<file path="src/sv/pqrc_pkg.sv">
package pqrc_pkg;

    localparam int COORD_W   = 16;
    localparam int PORT_W    = 4;
    localparam int CORNER_W  = 3 * COORD_W;
    localparam int DIFF_W    = COORD_W + 1;
    localparam int TERM_W    = 2 * DIFF_W;
    localparam int DOT_W     = TERM_W + 2;
    localparam int SPLIT_W   = DOT_W / 2;
    localparam int PROD_W    = 2 * DOT_W;
    localparam int CFG_IDX_W = 8;

    localparam logic [CFG_IDX_W-1:0] REG_CORNER_A = 8'd0;
    localparam logic [CFG_IDX_W-1:0] REG_CORNER_B = 8'd1;
    localparam logic [CFG_IDX_W-1:0] REG_CORNER_C = 8'd2;
    localparam logic [CFG_IDX_W-1:0] REG_CORNER_D = 8'd3;

    typedef struct packed {
        logic signed [COORD_W-1:0] ue_x;
        logic signed [COORD_W-1:0] ue_y;
        logic signed [COORD_W-1:0] ue_z;
        logic [PORT_W-1:0]         source_port;
    } t_in_item;

    typedef struct packed {
        logic              in_danger;
        logic [PORT_W-1:0] reply_port;
    } t_out_item;

    // load enables for the two register levels of the wide multiplier
    typedef struct packed {
        logic load_part;
        logic load_sum;
    } t_mul_en;

endpackage

</file>
<file path="src/sv/pqrc_wmul.sv">
module pqrc_wmul (
    input  logic                                 i_clk,
    input  pqrc_pkg::t_mul_en                    i_en,
    input  logic signed [pqrc_pkg::DOT_W-1:0]    i_a,
    input  logic signed [pqrc_pkg::DOT_W-1:0]    i_b,
    output logic signed [pqrc_pkg::PROD_W-1:0]   o_p
);
    import pqrc_pkg::*;

    localparam int HI_W = DOT_W - SPLIT_W;

    // low halves are unsigned, carried with a zero sign bit
    logic signed [SPLIT_W:0]          a_lo, b_lo;
    logic signed [HI_W-1:0]           a_hi, b_hi;
    logic signed [2*HI_W-1:0]         r_hh;
    logic signed [HI_W+SPLIT_W:0]     r_hl, r_lh;
    logic signed [2*SPLIT_W+1:0]      r_ll;
    logic signed [PROD_W-1:0]         r_p;

    assign a_lo = {1'b0, i_a[SPLIT_W-1:0]};
    assign b_lo = {1'b0, i_b[SPLIT_W-1:0]};
    assign a_hi = i_a[DOT_W-1:SPLIT_W];
    assign b_hi = i_b[DOT_W-1:SPLIT_W];

    always_ff @(posedge i_clk) begin
        if (i_en.load_part) begin
            r_hh <= a_hi * b_hi;
            r_hl <= a_hi * b_lo;
            r_lh <= a_lo * b_hi;
            r_ll <= a_lo * b_lo;
        end
        if (i_en.load_sum) begin
            r_p <= (PROD_W'(r_hh) <<< (2 * SPLIT_W))
                 + ((PROD_W'(r_hl) + PROD_W'(r_lh)) <<< SPLIT_W)
                 + PROD_W'(r_ll);
        end
    end

    assign o_p = r_p;

endmodule

</file>
<file path="config.mk">
export PLATFORM = sky130hd
export DESIGN_NAME = pqrc_wmul
export DESIGN_NICKNAME = d
export VERILOG_FILES = /design/src/sv/pqrc_pkg.sv /design/src/sv/pqrc_wmul.sv
export SDC_FILE = /design/constraint.sdc
export NUM_CORES = 2
export LEC_CHECK = 0
export ABC_AREA = 1
export BUFFER_PORTS_ARGS = -buffer_cell sky130_fd_sc_hd__buf_2
export CELL_PAD_IN_SITES_DETAIL_PLACEMENT = 1
export CELL_PAD_IN_SITES_GLOBAL_PLACEMENT = 2
export CORE_MARGIN = 3
export CORE_UTILIZATION = 43
export CTS_CLUSTER_DIAMETER = 120
export DETAILED_ROUTE_END_ITERATION = 16
export GPL_ROUTABILITY_DRIVEN = 1
export PLACE_DENSITY_LB_ADDON = 0.1
export SYNTH_ARGS = -nofsm -noshare
export SYNTH_HDL_FRONTEND = slang
export SYNTH_SLANG_ARGS = --single-unit
</file>
<file path="constraint.sdc">
create_clock -name i_clk -period 12.03 [get_ports i_clk]
set_input_delay 2.406 -clock i_clk [delete_from_list [all_inputs] [get_ports i_clk]]
set_output_delay 2.406 -clock i_clk [all_outputs]
set_load 0.05 [all_outputs]
</file>
Word-level counts from Yosys, hierarchy flattened
Cells that the tools add are included.

operators by class
  $add $sub $neg = 3
  multipliers = 4

operators by type and width
  operator                      count
  adder 72 x 37 -> 72 bit       1
  adder 72 x 56 -> 72 bit       1
  multiplier 18 x 18 -> 36 bit  2
  adder 37 x 37 -> 38 bit       1
  multiplier 18 x 19 -> 37 bit  1
  multiplier 19 x 18 -> 37 bit  1

storage, ports and cells
  flip-flop bits (word level) = 218
  output and inout port bits = 72

Longest topological paths before layout
  word-level depth = 3
  mapped depth = 30
  depth with buffers taken out = 28

Worst setup path before layout
OpenSTA, ideal clock, no wires.

  kind = input to register
  start = in i_a[35] in the netlist's numbering
  end = reg r_hh[30], data pin
  buffers on the path = 2
  arrival time = 7.666 ns
  cell stages on the path = 25
  library setup time = 0.259 ns
  slack = 4.105 ns
  path through = clkbuf_1 > buf_1 > nand2_1 > inv_1 > fa_1 > inv_1 > fa_1 > inv_1 > ha_1 > inv_1 > fa_1 > inv_1 > fa_1 > inv_1 > fa_1 > inv_1 > ha_1 > nand2_1 > nor2_1 > nor2_1 > a21boi_0 > nand3_1 > nand2_1 > nand2_1 > xor2_1

on the way
  word-level cells in the longest chain between the ends = 1

RTL lines
  element                       line             text
  from (decl)                   pqrc_wmul.sv:4   input logic signed [pqrc_pkg::DOT_W-1:0] i_a,
  multiplier 18 x 18 -> 36 bit  pqrc_wmul.sv:27  r_hh <= a_hi * b_hi;
  to (signal assigned)          pqrc_wmul.sv:27
  to (decl)                     pqrc_wmul.sv:15  logic signed [2*HI_W-1:0] r_hh;

Every way passes these cells.
A chain may end at the register's enable or synchronous reset.

Final worst setup path
  start = in i_b[23] in the netlist's numbering
  end = reg r_hh[33], data pin

on the way
  word-level cells in the longest chain between the ends = 1

RTL lines
  element                       line             text
  from (decl)                   pqrc_wmul.sv:5   input logic signed [pqrc_pkg::DOT_W-1:0] i_b,
  multiplier 18 x 18 -> 36 bit  pqrc_wmul.sv:27

Every way passes these cells.

==> impl.org <==
** STA
- Setup repair after global routing missed its margin :: no
- Total negative setup slack :: 0 ns
- Highest clock frequency the design can meet :: approximately 120 MHz
- Post-route fraction of the period consumed by the critical path :: around 69%
- Minimum clock period :: between 8 and 9 ns
- In this run the tightest slew margin relative to its limit is 22.1%.
- The max-slew violation count was 0.
- At the pin with the least slew margin, the transition time is approximately 1.2 ns.
- Worst Clk Skew :: 0.0242 ns
- Setup violations remaining at the end of the flow were counted as 0.
- The number of hold-slack violations in the final timing report is 0.

** Logic synthesis
- Area fraction of the dominant cell type after synthesis :: a little under two fifths
- Syn_nets :: 9278
- Flops & latches, synth :: between 200 and 250
- The synthesized design spends more area on one cell type than any other, namely sky130_fd_sc_hd__fa_1.
- In the synthesized netlist, the number of instances is between 7000 and 8000.
- Post-synth EDFFs :: 218
- Sequential elements use approximately 11% of the synthesized area.
- After synthesis, the netlist uses 51 different library cells.
- Netlist Area Pre-Place :: around 59000 sq um
- Top_reg_cell synth :: sky130_fd_sc_hd__edfxtp_1
- Asr flop ratio synth :: 0%
- Number of warnings issued by yosys :: 0
- Dividing the synthesized area by the synthesized cell count gives a little under 8 sq um.
- Largest cells by area after synthesis :: sky130_fd_sc_hd__fa_1, sky130_fd_sc_hd__inv_1, sky130_fd_sc_hd__ha_1

** Worst setup path
- Most used cell, CP :: sky130_fd_sc_hd__fa_1
- Worst R2R End :: o_p[71]
- Req. time, crit path :: 12.39 ns
- STA classifies the critical path startpoint as an input pin.
- In this run the worst path has a maximum fanout of 36.
- The startpoint identified for the worst register-to-register timing path is r_lh[23].
- Critical path capture point type :: flop
- Arrival time at the worst endpoint :: just under 9 ns
- Reg-to-reg setup timing slack :: around 7.2 ns
- For this design, the slowest cell found on the critical path is sky130_fd_sc_hd__fa_1.
- The critical path goes through buf_2, nand2_1, fa_1, inv_1, fa_1, inv_1, fa_1, inv_1, fa_1, inv_1, fa_1, fa_1, inv_1, ha_1, a21oi_1, nor2_1, nor2_1, o21ai_0, a21oi_1, o21ai_1, xor2_1.
- Critical path class :: input pin to flop
- For the worst flop-to-flop path, the logic depth is 18.
- Worst path max stage delay :: roughly 0.83 ns

** Status
- Result of the run :: finished, final reports clean

** Clock network
- Number of buffers on the longest clock path :: 3
- Clock tree from TritonCTS :: built
- Post-CTS repair changed the size of 0 cells.
- After clock tree synthesis, the clock-pin slew on the worst setup and hold paths is around 0.060 ns.
- Number of clock sinks :: approximately 220
- Clock latency on the worst-skew pair :: between 0.6 and 0.7 ns
- After clock tree synthesis, the setup repair step added 0 buffers.
- Buffers inserted during clock tree synthesis total 27.
- In this run, post-CTS hold repair placed 0 buffers.
- Root buffer selected by CTS :: sky130_fd_sc_hd__clkbuf_16
- Level count of the clock H-tree :: 1

** Drt
- Total Routed Length :: ~200000 um
- Once detail routing completed, the nets flagged for antenna violations numbered 0.
- Routed vias :: between 40000 and 50000
- DR WL/cell :: between 20 and 25 um
- The first routing iteration left 2570 violations.
- Pre-antenna DRT Iters :: 5
- Ratio of routed vias to standard cells :: slightly above 5
- After detailed routing, the number of remaining DRC violations is 0.

** Global routing
- Across every metal layer, demand over resource in global routing totals about 29%.
- Entering global routing, the biggest net connects just over 90 pins.
- After global routing the overflow that remains totals 0.
- Number of global-route vias before repair :: ~53000
- First-pass GRT wire length :: 312000 um
- Number of antenna violations at the first check in global routing :: 11

** Placement
- In this run the tool buffered the top-level ports with 146 buffer cells.
- Routability-driven placement finished with a final weighted congestion of approximately 0.92.
- The HPWL after detailed placement is around 160000 um.
- Post-Place Cell Area :: ~62000 sq um

** Floorplan
- Die Span Y :: roughly 380 um
- In this run the standard cell core region covers ~140000 sq um.
- The floorplan step defined a die boundary enclosing between 100000 and 150000 sq um.
- Die width :: around 380 um
- Placement row count :: approximately 140
- 147 I/O pins were placed.
- For this configuration, the core starts out at a cell density of approximately 44%.

** Worst hold path
- Counting instances, the worst hold path has a depth of 0.
- Launch point of the worst hold path :: r_ll[7]
- For hold timing, the worst endpoint is o_p[7].
- Tightest Hold Check Type :: flop to flop

** Layout
- Area grow syn2layout :: 5.32%
- Cells fill between 40% and 50% of the core in the end.
- Of the cells placed in the final design, the portion with a size suffix greater than 1 is 4.39%.
- The library cell used most frequently in the layout, excluding fill and tap cells, is sky130_fd_sc_hd__inv_1.
- The net count of the finished layout is between 9000 and 10000.
- Top library cells by usage in the layout, fill and taps aside :: sky130_fd_sc_hd__inv_1, sky130_fd_sc_hd__nand2_1, sky130_fd_sc_hd__fa_1
- After routing the design area is 62600 sq um.

** Job
- Max-cap violation count :: 0
-- cell usage after synthesis, types with 4 or more instances --
| cell | instances |
|---|---|
| sky130_fd_sc_hd__a21boi_0 | 9 |
| sky130_fd_sc_hd__a21boi_1 | 4 |
| sky130_fd_sc_hd__a21o_1 | 37 |
| sky130_fd_sc_hd__a21oi_1 | 241 |
| sky130_fd_sc_hd__a21oi_2 | 10 |
| sky130_fd_sc_hd__a31oi_1 | 26 |
| sky130_fd_sc_hd__clkbuf_1 | 284 |
| sky130_fd_sc_hd__edfxtp_1 | 218 |
| sky130_fd_sc_hd__fa_1 | 1099 |
| sky130_fd_sc_hd__ha_1 | 559 |
| sky130_fd_sc_hd__inv_1 | 2212 |
| sky130_fd_sc_hd__nand2_1 | 1822 |
| sky130_fd_sc_hd__nand2_2 | 13 |
| sky130_fd_sc_hd__nand3_1 | 143 |
| sky130_fd_sc_hd__nand3b_1 | 7 |
| sky130_fd_sc_hd__nand4_1 | 30 |
| sky130_fd_sc_hd__nor2_1 | 348 |
| sky130_fd_sc_hd__nor2_2 | 13 |
| sky130_fd_sc_hd__nor3_1 | 23 |
| sky130_fd_sc_hd__nor3_2 | 4 |
| sky130_fd_sc_hd__o211ai_1 | 6 |
| sky130_fd_sc_hd__o21a_1 | 12 |
| sky130_fd_sc_hd__o21ai_0 | 116 |
| sky130_fd_sc_hd__o21ai_1 | 15 |
| sky130_fd_sc_hd__o21ai_2 | 13 |
| sky130_fd_sc_hd__o21bai_1 | 25 |
| sky130_fd_sc_hd__o221ai_1 | 6 |
| sky130_fd_sc_hd__or2_2 | 18 |
| sky130_fd_sc_hd__xnor2_1 | 58 |
| sky130_fd_sc_hd__xor2_1 | 138 |
-- how the worst max path moves through the flow --
| stage | from | to | slack (ns) |
|---|---|---|---|
| 2_1_floorplan | i_a[35] | r_hh[30] | 4.10 |
| 3_3_place_gp | i_b[25] | r_hh[33] | 3.13 |
| 3_5_place_dp | i_b[25] | r_hh[33] | 3.08 |
| 4_1_cts | i_b[25] | r_hh[33] | 3.74 |
| 5_1_grt | i_b[23] | r_hh[33] | 3.36 |
| 6_report | i_b[23] | r_hh[33] | 3.69 |
-- registers in the layout, summed over array words and instances, names as in the netlist --
signal and flops:
r_lh 37, r_hl 37, o_p 72, r_ll 36, r_hh 36
-- worst max-delay path: cells and delay by family --
family	cells	cell delay [ns]
buffers and inverters	6	1.33
AND/OR/NAND/NOR	3	0.41
XOR/XNOR	1	0.16
adder cells (fa/ha/maj)	7	3.55
AO/OA/AOI/OAI	4	0.80
-- layout make-up --
| class | instances | area [sq um] |
|---|---|---|
| Sequential cell | 218 | 6550 |
| Fill cell | 16606 | 73700 |
| Clock buffer | 30 | 687 |
| Clock inverter | 17 | 154 |
| Tap cell | 1781 | 2230 |
| Inverter | 2215 | 8310 |
| Antenna cell | 1 | 2.50 |
| Timing Repair Buffer | 203 | 1170 |
| Multi-Input combinational cell | 4826 | 43500 |
-- cell families (layout without fill, tap and decap cells) --
logic type      Yosys count  in the layout  share of synthesized area (%)
compound gates          537            537                           5.31
xor+xnor                196            196                           2.89
flops                   218            218                           11.0
simple gates           2435           2435                           16.2
fa+ha+maj              1658           1658                           48.8
other cells               0              1                              0
buf+inv                2501           2465                           15.8
-- stage by stage --
| step | cells | hold slack, ns | setup WS, ns |
|---|---|---|---|
| final | 9291 | 0.421 | 3.69 |
| after global routing | 9290 | 0.425 | 3.36 |
| after CTS | 9290 | 0.421 | 3.74 |
| after detailed placement | 9243 | 0.406 | 3.08 |
| after global placement | 9243 | 0.407 | 3.13 |
| after floorplan | 7545 | 0.400 | 4.10 |
-- routing by layer --
metal  up-vias  GRT usage (%)  wire, um
li1      21767              -         -
met1     24494           41.5     94800
met2       836           47.3     90300
met3       143           2.73      8400
met4         2           3.89      2800
met5         -              0        12
Power is left out: the tool's default activity adds up to more than one toggle a clock period on the data nets, which glitch-free logic cannot reach.
